[src/rgbhsv_pkg.sv]
// ============================================================================
// rgbhsv_pkg
// Shared widths, constants and types for the RGB to HSV converter.
// ============================================================================
package rgbhsv_pkg;

    localparam int COMPONENT_BITS    = 8;
    localparam int HUE_FRACTION_BITS = 6;

    // Hue covers 0 .. 360 degrees in fixed point, so nine integer bits.
    localparam int HUE_W      = 9 + HUE_FRACTION_BITS;
    localparam int HUE_TURN   = 360 << HUE_FRACTION_BITS;
    // Twice the 60 degree scale, since the rounding works on 2*num + delta.
    localparam int HUE_SCALE2 = 120 << HUE_FRACTION_BITS;
    localparam int FULL2      = 2 * ((1 << COMPONENT_BITS) - 1);

    localparam int D_W  = COMPONENT_BITS + 1;
    localparam int U_W  = COMPONENT_BITS + 3;
    localparam int NH_W = HUE_W + COMPONENT_BITS + 1;
    localparam int NS_W = 2 * COMPONENT_BITS + 1;

    localparam int DIV_STAGES = (HUE_W > COMPONENT_BITS) ? HUE_W : COMPONENT_BITS;

    localparam int S_TDATA_W = ((4 * COMPONENT_BITS + 7) / 8) * 8;
    localparam int M_TDATA_W = ((HUE_W + 3 * COMPONENT_BITS + 7) / 8) * 8;

    typedef enum logic [1:0] {
        MAX_RED,
        MAX_GREEN,
        MAX_BLUE
    } t_max_chan;

    // One pixel on its way through the two restoring dividers.
    typedef struct packed {
        logic [NH_W-1:0]           rem_h;
        logic [D_W-1:0]            den_h;
        logic [HUE_W-1:0]          quo_h;
        logic [NS_W-1:0]           rem_s;
        logic [D_W-1:0]            den_s;
        logic [COMPONENT_BITS-1:0] quo_s;
        logic [COMPONENT_BITS-1:0] bright;
        logic [COMPONENT_BITS-1:0] alpha;
    } t_div_item;

endpackage

[src/rgbhsv_div.sv]
// ============================================================================
// rgbhsv_div
// Pipelined restoring dividers for hue and saturation, one quotient bit
// per stage, both sharing the same stage registers.
// ============================================================================
module rgbhsv_div (
    input  logic                  i_clk,
    input  logic                  i_rst_n,
    input  logic                  i_en,
    input  logic                  i_valid,
    input  rgbhsv_pkg::t_div_item i_item,
    output logic                  o_valid,
    output rgbhsv_pkg::t_div_item o_item
);

    localparam int N = rgbhsv_pkg::DIV_STAGES;

    rgbhsv_pkg::t_div_item r_stg [N];
    rgbhsv_pkg::t_div_item n_stg [N];
    rgbhsv_pkg::t_div_item w_src [N];
    logic [N-1:0]          r_vld;

    // Quotient bits enter from the bottom, so stages above a divider's
    // quotient width only shift in leading zeros.
    function automatic rgbhsv_pkg::t_div_item div_step(rgbhsv_pkg::t_div_item x,
                                                       int unsigned bitpos);
        logic [rgbhsv_pkg::NH_W-1:0] dh;
        logic [rgbhsv_pkg::NS_W-1:0] ds;
        logic                        bh;
        logic                        bs;
        rgbhsv_pkg::t_div_item       y;
        y  = x;
        dh = '0;
        ds = '0;
        bh = 1'b0;
        bs = 1'b0;
        if (bitpos < rgbhsv_pkg::HUE_W) begin
            dh = rgbhsv_pkg::NH_W'(x.den_h) << bitpos;
            bh = (x.rem_h >= dh);
        end
        if (bitpos < rgbhsv_pkg::COMPONENT_BITS) begin
            ds = rgbhsv_pkg::NS_W'(x.den_s) << bitpos;
            bs = (x.rem_s >= ds);
        end
        if (bh) begin
            y.rem_h = x.rem_h - dh;
        end
        if (bs) begin
            y.rem_s = x.rem_s - ds;
        end
        y.quo_h = {x.quo_h[rgbhsv_pkg::HUE_W-2:0], bh};
        y.quo_s = {x.quo_s[rgbhsv_pkg::COMPONENT_BITS-2:0], bs};
        return y;
    endfunction

    for (genvar k = 0; k < N; k++) begin : g_stage
        if (k == 0) begin : g_first
            assign w_src[k] = i_item;
        end else begin : g_next
            assign w_src[k] = r_stg[k-1];
        end
        assign n_stg[k] = div_step(w_src[k], N - 1 - k);
    end

    always_ff @(posedge i_clk) begin
        if (!i_rst_n) begin
            r_vld <= '0;
        end else if (i_en) begin
            r_vld <= {r_vld[N-2:0], i_valid};
        end
    end

    always_ff @(posedge i_clk) begin
        if (i_en) begin
            r_stg <= n_stg;
        end
    end

    assign o_valid = r_vld[N-1];
    assign o_item  = r_stg[N-1];

endmodule

[src/rgb_to_hsv_converter_top.sv]
// An accepted request reaches the master side through four front stages, one divider
// stage per hue quotient bit and one output register.
// Throughput: one pixel per cycle while the output buffer has room; the hue divider depth sets the latency.
// The pipeline stalls as a whole only while the two-entry output buffer is full.
// Reset (synchronous, active low) clears all valid bits; no data is held over.
// ============================================================================
// rgb_to_hsv_converter_top
// Converts a stream of RGBA pixels into hue, saturation, brightness and alpha.
// ============================================================================
module rgb_to_hsv_converter_top (
    input  logic                             i_clk,
    input  logic                             i_rst_n,
    input  logic                             i_s_tvalid,
    output logic                             o_s_tready,
    // red, green, blue, alpha from the lowest bit up
    input  logic [rgbhsv_pkg::S_TDATA_W-1:0] i_s_tdata,
    output logic                             o_m_tvalid,
    input  logic                             i_m_tready,
    // hue, saturation, brightness, alpha_out from the lowest bit up, zero padded
    output logic [rgbhsv_pkg::M_TDATA_W-1:0] o_m_tdata
);

    localparam int CB = rgbhsv_pkg::COMPONENT_BITS;

    typedef struct packed {
        logic [rgbhsv_pkg::HUE_W-1:0] hue;
        logic [CB-1:0]                sat;
        logic [CB-1:0]                bright;
        logic [CB-1:0]                alpha;
    } t_pix_out;

    logic w_en;

    // Stage 1: channel sort.
    logic [CB-1:0]         w_r, w_g, w_b, w_a;
    logic [CB-1:0]         n_f1_hi, n_f1_lo, w_lo_rg;
    rgbhsv_pkg::t_max_chan n_f1_sel;
    logic                  r_f1_v;
    logic [CB-1:0]         r_f1_hi, r_f1_lo, r_f1_r, r_f1_g, r_f1_b, r_f1_a;
    rgbhsv_pkg::t_max_chan r_f1_sel;

    // Stage 2: delta and signed channel difference.
    logic signed [rgbhsv_pkg::D_W-1:0] n_f2_diff;
    logic [CB-1:0]                     n_f2_delta;
    logic                              r_f2_v;
    logic signed [rgbhsv_pkg::D_W-1:0] r_f2_diff;
    logic [CB-1:0]                     r_f2_delta, r_f2_hi, r_f2_a;
    rgbhsv_pkg::t_max_chan             r_f2_sel;

    // Stage 3: sector offset added, wrapped into one full turn.
    logic [rgbhsv_pkg::U_W-1:0] w_base;
    logic [rgbhsv_pkg::U_W-1:0] n_f3_u;
    logic                       r_f3_v;
    logic [rgbhsv_pkg::U_W-1:0] r_f3_u;
    logic [CB-1:0]              r_f3_delta, r_f3_hi, r_f3_a;

    // Stage 4: rounded dividends.
    rgbhsv_pkg::t_div_item n_f4;
    rgbhsv_pkg::t_div_item r_f4;
    logic                  r_f4_v;

    logic                  w_div_v;
    rgbhsv_pkg::t_div_item w_div;
    t_pix_out              w_fin;

    logic     r_out_v, r_skid_v;
    t_pix_out r_out, r_skid;

    // The whole pipeline moves while the skid entry is free.
    assign w_en       = !r_skid_v;
    assign o_s_tready = w_en;

    // ---------------- stage 1 ----------------
    assign w_r = i_s_tdata[CB-1:0];
    assign w_g = i_s_tdata[2*CB-1:CB];
    assign w_b = i_s_tdata[3*CB-1:2*CB];
    assign w_a = i_s_tdata[4*CB-1:3*CB];

    always_comb begin
        priority if (w_r >= w_g && w_r >= w_b) begin
            n_f1_sel = rgbhsv_pkg::MAX_RED;
            n_f1_hi  = w_r;
        end else if (w_g >= w_b) begin
            n_f1_sel = rgbhsv_pkg::MAX_GREEN;
            n_f1_hi  = w_g;
        end else begin
            n_f1_sel = rgbhsv_pkg::MAX_BLUE;
            n_f1_hi  = w_b;
        end
        w_lo_rg = (w_r < w_g) ? w_r : w_g;
        n_f1_lo = (w_b < w_lo_rg) ? w_b : w_lo_rg;
    end

    // ---------------- stage 2 ----------------
    always_comb begin
        n_f2_delta = r_f1_hi - r_f1_lo;
        unique case (r_f1_sel)
            rgbhsv_pkg::MAX_RED: begin
                n_f2_diff = $signed({1'b0, r_f1_g}) - $signed({1'b0, r_f1_b});
            end
            rgbhsv_pkg::MAX_GREEN: begin
                n_f2_diff = $signed({1'b0, r_f1_b}) - $signed({1'b0, r_f1_r});
            end
            rgbhsv_pkg::MAX_BLUE: begin
                n_f2_diff = $signed({1'b0, r_f1_r}) - $signed({1'b0, r_f1_g});
            end
            default: begin
                n_f2_diff = '0;
            end
        endcase
    end

    // ---------------- stage 3 ----------------
    // Only a negative value in the red sector needs a wrap, which adds six deltas.
    always_comb begin
        unique case (r_f2_sel)
            rgbhsv_pkg::MAX_RED: begin
                w_base = r_f2_diff[rgbhsv_pkg::D_W-1]
                       ? (rgbhsv_pkg::U_W'(r_f2_delta) << 2) + (rgbhsv_pkg::U_W'(r_f2_delta) << 1)
                       : '0;
            end
            rgbhsv_pkg::MAX_GREEN: begin
                w_base = rgbhsv_pkg::U_W'(r_f2_delta) << 1;
            end
            rgbhsv_pkg::MAX_BLUE: begin
                w_base = rgbhsv_pkg::U_W'(r_f2_delta) << 2;
            end
            default: begin
                w_base = '0;
            end
        endcase
        n_f3_u = w_base + rgbhsv_pkg::U_W'(r_f2_diff);
    end

    // ---------------- stage 4 ----------------
    always_comb begin
        n_f4.rem_h  = rgbhsv_pkg::NH_W'(r_f3_u) * rgbhsv_pkg::NH_W'(rgbhsv_pkg::HUE_SCALE2)
                    + rgbhsv_pkg::NH_W'(r_f3_delta);
        n_f4.den_h  = {r_f3_delta, 1'b0};
        n_f4.quo_h  = '0;
        n_f4.rem_s  = rgbhsv_pkg::NS_W'(r_f3_delta) * rgbhsv_pkg::NS_W'(rgbhsv_pkg::FULL2)
                    + rgbhsv_pkg::NS_W'(r_f3_hi);
        n_f4.den_s  = {r_f3_hi, 1'b0};
        n_f4.quo_s  = '0;
        n_f4.bright = r_f3_hi;
        n_f4.alpha  = r_f3_a;
    end

    always_ff @(posedge i_clk) begin
        if (!i_rst_n) begin
            r_f1_v <= 1'b0;
            r_f2_v <= 1'b0;
            r_f3_v <= 1'b0;
            r_f4_v <= 1'b0;
        end else if (w_en) begin
            r_f1_v <= i_s_tvalid;
            r_f2_v <= r_f1_v;
            r_f3_v <= r_f2_v;
            r_f4_v <= r_f3_v;
        end
    end

    always_ff @(posedge i_clk) begin
        if (w_en) begin
            r_f1_hi    <= n_f1_hi;
            r_f1_lo    <= n_f1_lo;
            r_f1_sel   <= n_f1_sel;
            r_f1_r     <= w_r;
            r_f1_g     <= w_g;
            r_f1_b     <= w_b;
            r_f1_a     <= w_a;
            r_f2_diff  <= n_f2_diff;
            r_f2_delta <= n_f2_delta;
            r_f2_sel   <= r_f1_sel;
            r_f2_hi    <= r_f1_hi;
            r_f2_a     <= r_f1_a;
            r_f3_u     <= n_f3_u;
            r_f3_delta <= r_f2_delta;
            r_f3_hi    <= r_f2_hi;
            r_f3_a     <= r_f2_a;
            r_f4       <= n_f4;
        end
    end

    rgbhsv_div u_div (
        .i_clk   (i_clk),
        .i_rst_n (i_rst_n),
        .i_en    (w_en),
        .i_valid (r_f4_v),
        .i_item  (r_f4),
        .o_valid (w_div_v),
        .o_item  (w_div)
    );

    // Grey pixels have a zero hue divisor and black pixels a zero saturation
    // divisor; both results are forced to zero. A hue that rounds up to a
    // full turn wraps to zero.
    always_comb begin
        if (w_div.den_h == '0 ||
            w_div.quo_h == rgbhsv_pkg::HUE_W'(rgbhsv_pkg::HUE_TURN)) begin
            w_fin.hue = '0;
        end else begin
            w_fin.hue = w_div.quo_h;
        end
        w_fin.sat    = (w_div.den_s == '0) ? '0 : w_div.quo_s;
        w_fin.bright = w_div.bright;
        w_fin.alpha  = w_div.alpha;
    end

    // ---------------- output register with skid entry ----------------
    always_ff @(posedge i_clk) begin
        if (!i_rst_n) begin
            r_out_v  <= 1'b0;
            r_skid_v <= 1'b0;
        end else if (!r_out_v || i_m_tready) begin
            if (r_skid_v) begin
                r_out_v  <= 1'b1;
                r_skid_v <= 1'b0;
            end else begin
                r_out_v  <= w_div_v;
            end
        end else if (w_en && w_div_v) begin
            r_skid_v <= 1'b1;
        end
    end

    always_ff @(posedge i_clk) begin
        if (!r_out_v || i_m_tready) begin
            r_out <= r_skid_v ? r_skid : w_fin;
        end else if (w_en && w_div_v) begin
            r_skid <= w_fin;
        end
    end

    assign o_m_tvalid = r_out_v;
    assign o_m_tdata  = rgbhsv_pkg::M_TDATA_W'({r_out.alpha, r_out.bright, r_out.sat, r_out.hue});

`ifndef SYNTHESIS
    a_hue_in_turn: assert property (@(posedge i_clk) disable iff (!i_rst_n)
        r_out_v |-> (r_out.hue < rgbhsv_pkg::HUE_W'(rgbhsv_pkg::HUE_TURN)))
        else $error("hue outside one full turn");

    a_black_pixel: assert property (@(posedge i_clk) disable iff (!i_rst_n)
        (r_out_v && r_out.bright == '0) |-> (r_out.hue == '0 && r_out.sat == '0))
        else $error("black pixel with nonzero hue or saturation");

    a_skid_order: assert property (@(posedge i_clk) disable iff (!i_rst_n)
        r_skid_v |-> r_out_v)
        else $error("skid entry full while output register is empty");

    a_stall_source: assert property (@(posedge i_clk) disable iff (!i_rst_n)
        $rose(r_skid_v) |-> $past(r_out_v && !i_m_tready))
        else $error("skid entry filled without a stalled output");
`endif

endmodule
[config.mk]
export PLATFORM = sky130hd
export DESIGN_NAME = rgb_to_hsv_converter_top
export DESIGN_NICKNAME = d
export VERILOG_FILES = /design/src/rgbhsv_pkg.sv /design/src/rgbhsv_div.sv /design/src/rgb_to_hsv_converter_top.sv
export SDC_FILE = /design/constraint.sdc
export NUM_CORES = 2
export LEC_CHECK = 0
export BUFFER_PORTS_ARGS = -buffer_cell sky130_fd_sc_hd__clkbuf_2
export CAP_MARGIN = 0
export CORE_UTILIZATION = 68
export DETAILED_ROUTE_END_ITERATION = 10
export HOLD_SLACK_MARGIN = 0.06
export PLACE_DENSITY = 0.85
export SLEW_MARGIN = 30
export SYNTH_ARGS = -nofsm -noshare
export SYNTH_HDL_FRONTEND = slang
export SYNTH_SLANG_ARGS = --single-unit
[constraint.sdc]
create_clock -name i_clk -period 86.4 [get_ports i_clk]
set_input_delay 12.96 -clock i_clk [delete_from_list [all_inputs] [get_ports i_clk]]
set_output_delay 12.96 -clock i_clk [all_outputs]
set_load 0.02 [all_outputs]
==> key figures <==
Logic synthesis
  – Post-synthesis register bit count: 1,252
  – Synth cell count leaders: edfxtp_1 (1,231), inv_1 (403), ha_1 (324)
  – Synth warn: 0
  – Mean Syn Cell Area: 14.2 um^2
  – Cell taking the most area after synthesis: edfxtp_1
  – Syn Nets: 4,513
  – Post-synthesis sequential area ratio: 0.646
  – Prevailing post-synth register cell: edfxtp_1
  – Synth Cell Area: 0.0578 mm^2
  – Post-synthesis cell type count: 92
  – Post-Syn Instances: 4,077
  – Share of synthesized registers carrying an async set or reset: 0
  – Top-area cell type share of the netlist area: 0.639
  – Most frequent cell after synthesis: edfxtp_1
  – Ranking of synthesized cells by area: edfxtp_1 (64%), ha_1 (7.0%), fa_1 (2.6%)
  – Post-synth EDFFs: 1,231

CTS
  – Root buffer cell: clkbuf_16
  – TritonCTS clock tree: yes
  – Clock Tree Buf Depth: 3
  – CTS Hold Bufs: 0
  – Worst skew pair latency: 0.70 ns
  – H-Tree Depth: 3
  – Number of CTS-inserted buffers: 121
  – Post-CTS Setup Bufs: 0
  – Clock transition at path regs: 0.07 ns
  – Clock Sinks: 1,252
  – Post-cts gate resize count: 0

Final layout
  – Fin util: 0.758
  – Fraction of layout instances using a drive strength above 1: 0.105
  – # nets final: 4,694
  – Post-layout instance area: 0.0636 mm^2
  – # diodes: 0
  – P&R area growth vs syn: 10.0%

Timing
  – Final hold viol count: 0
  – Worst slew margin: 0.279
  – Crit share post-route: 0.185
  – Setup TNS: 0 ns
  – Min Hold Slack: 0.413 ns
  – Max Freq: 62.5 MHz
  – Max-slew violations: 0
  – Tmin final: 15.99 ns
  – Post-Route Skew: 0.0302 ns
  – RSZ-0062 raised after global routing: false
  – Final Setup Violations: 0
  – Slew @ Worst Pin: 1.07 ns

Routing
  – Final WL: 96,700 um
  – Via density: 5.80
  – DRC: 0
  – Starting DRT DRC Count: 1,873
  – DR vias: 31,900
  – Routed wire length per instance: 17.6 um
  – Post-DRT Antenna Nets: 0
  – Pre-antenna DRT Iters: 5

GRT
  – Global-route wire length before repair: 159,000 um
  – GRT Residual Overflow: 0
  – Gr usage total: 0.229
  – Pin count of the biggest net entering global routing: 219
  – Antenna violations before repair: 0
  – Vias in the first global route: 32,500

Floorplanning
  – Core area: 0.0840 mm^2
  – DIE HEIGHT: 294 um
  – Ports: 78
  – Die W: 294 um
  – Initial core utilization: 0.689
  – Row count: 106
  – Die area: 0.0862 mm^2

Placed design
  – Post-DP HPWL: 64,600 um
  – PortBufs: 76
  – Gpl congestion: 0.913
  – Dpl cell area: 0.0597 mm^2

Setup path
  – Delay-heaviest family, CP: compound AO/OA/AOI/OAI gates
  – Slowest stage delay, CP: 0.51 ns
  – Crit path arrival time: 16.44 ns
  – Crit end category: flip-flop
  – Kind of critical path: in2reg
  – Cell Chain, Critical Path: clkbuf_2 -> inv_1 -> ha_1 -> nor2b_1 -> o21ai_0 -> a21boi_0 -> nor2_1 -> o21ai_2 -> mux2i_1 -> ha_1 -> a21o_1 -> a21o_1 -> a21oi_1 -> o31a_1 -> a31oi_4 -> mux2_2
  – Crit path required time: 86.85 ns
  – CP max FO: 8
  – Startpoint types: input pin
  – Crit-path slowest cell: o21ai_2
  – Buf/Inv on CP: 2

Worst hold path
  – Worst hold-check path type: reg2reg

Flow run
  – Max cap viols: 0

Status
  – Status: finished clean
[per-layer routing]
metal | track usage | routed length [um] | vias up
met4 | 0.0840 | 2810 | 0
met5 | 0 | 0 | -
li1 | - | - | 15500
met1 | 0.273 | 38800 | 15400
met3 | 0.0312 | 3990 | 189
met2 | 0.422 | 51000 | 780
[final timing paths]
check / end / from / slack, ns / cells after the start
worst max-delay path: r_f1_lo[0] / i_s_tdata[9] / 70.41 / 16
worst min-delay path: u_div.n_stg[20] / u_div.n_stg[117] / 0.41 / 0
worst max register to register: r_f4[49] / r_f3_delta[0] / 80.94 / 15
worst min register to register: u_div.n_stg[20] / u_div.n_stg[117] / 0.41 / 0
[metrics by stage]
| step | cells | setup WS (ns) |
|---|---|---|
| CTS | 5491 | 70.45 |
| global placement | 5267 | 69.67 |
| detailed placement | 5268 | 69.71 |
| floorplan | 4077 | 41.64 |
| finish | 5492 | 70.41 |
| global route | 5492 | 70.24 |
[kinds of logic (layout without fill, tap and decap cells)]
family	count (synthesis)	count (layout)	share of synthesized area
flops	1252	1252	0.646
simple gates	901	901	0.0823
compound gates	627	627	0.0700
buf+inv	443	724	0.0293
fa+ha+maj	400	400	0.0964
xor+xnor	255	255	0.0386
mux	198	198	0.0370
other cells	1	1	0.0000648
[final cells by class]
class | instances | area [um^2]
multi-input cells | 2382 | 18800
inverters | 407 | 1540
clock inverters | 71 | 688
fillers | 4854 | 20300
clock buffers | 152 | 3240
repair buffers | 94 | 596
well taps | 1134 | 1420
flip-flops and latches | 1252 | 37400
[worst reg2reg max path, cell delays in order, from the launching register on]
cell	delay, ns
edfxtp_1	0.55
fa_1	0.70
xor2_1	0.17
ha_1	0.27
fa_1	0.54
inv_1	0.05
fa_1	0.52
inv_1	0.04
ha_1	0.42
a21o_1	0.22
a221oi_1	0.68
nand2_1	0.13
o311a_1	0.34
and4bb_2	0.33
nand4_1	0.10
xnor2_1	0.17
[cells in the final DEF, fill, tap and decap left out, drive strengths merged, types with 18 or more instances in the layout]
cell and n:
fa 76, nor2 223, xnor2 145, o21ai 166, mux2 126, a211oi 23
edfxtp 1231, a21o 60, nor4 70, o211ai 19, and2 31, or3 34
xor2 110, ha 324, or4 18, nand2 170, nor2b 75, nand3 44
o31ai 29, inv 415, clkinv 43, dfxtp 21, nand2b 41, buf 18
a21boi 40, clkbuf 228, a21oi 153, o21a 42, nand4 32, mux2i 72
nor3 86
[state kept, by name (all words and copies together) (netlist names), 2 cells and up]
register	cells
u_div.r_vld	15
r_f1_lo	8
u_div.r_stg	408
r_f1_hi	8
r_f1_b	8
r_f2_delta	8
r_f2_sel	2
r_f1_r	8
u_div.n_stg	523
r_f1_a	8
r_f3_hi	8
r_f3_u	11
r_f2_diff	9
r_f2_a	8
o_m_tdata	39
r_f1_g	8
r_f4	55
r_f3_a	8
r_f3_delta	8
r_f2_hi	8
u_div.o_item	47
r_f1_sel	2
r_skid	39
Power is left out: the tool's default activity adds up to more than one toggle a clock period on the data nets, which glitch-free logic cannot reach.
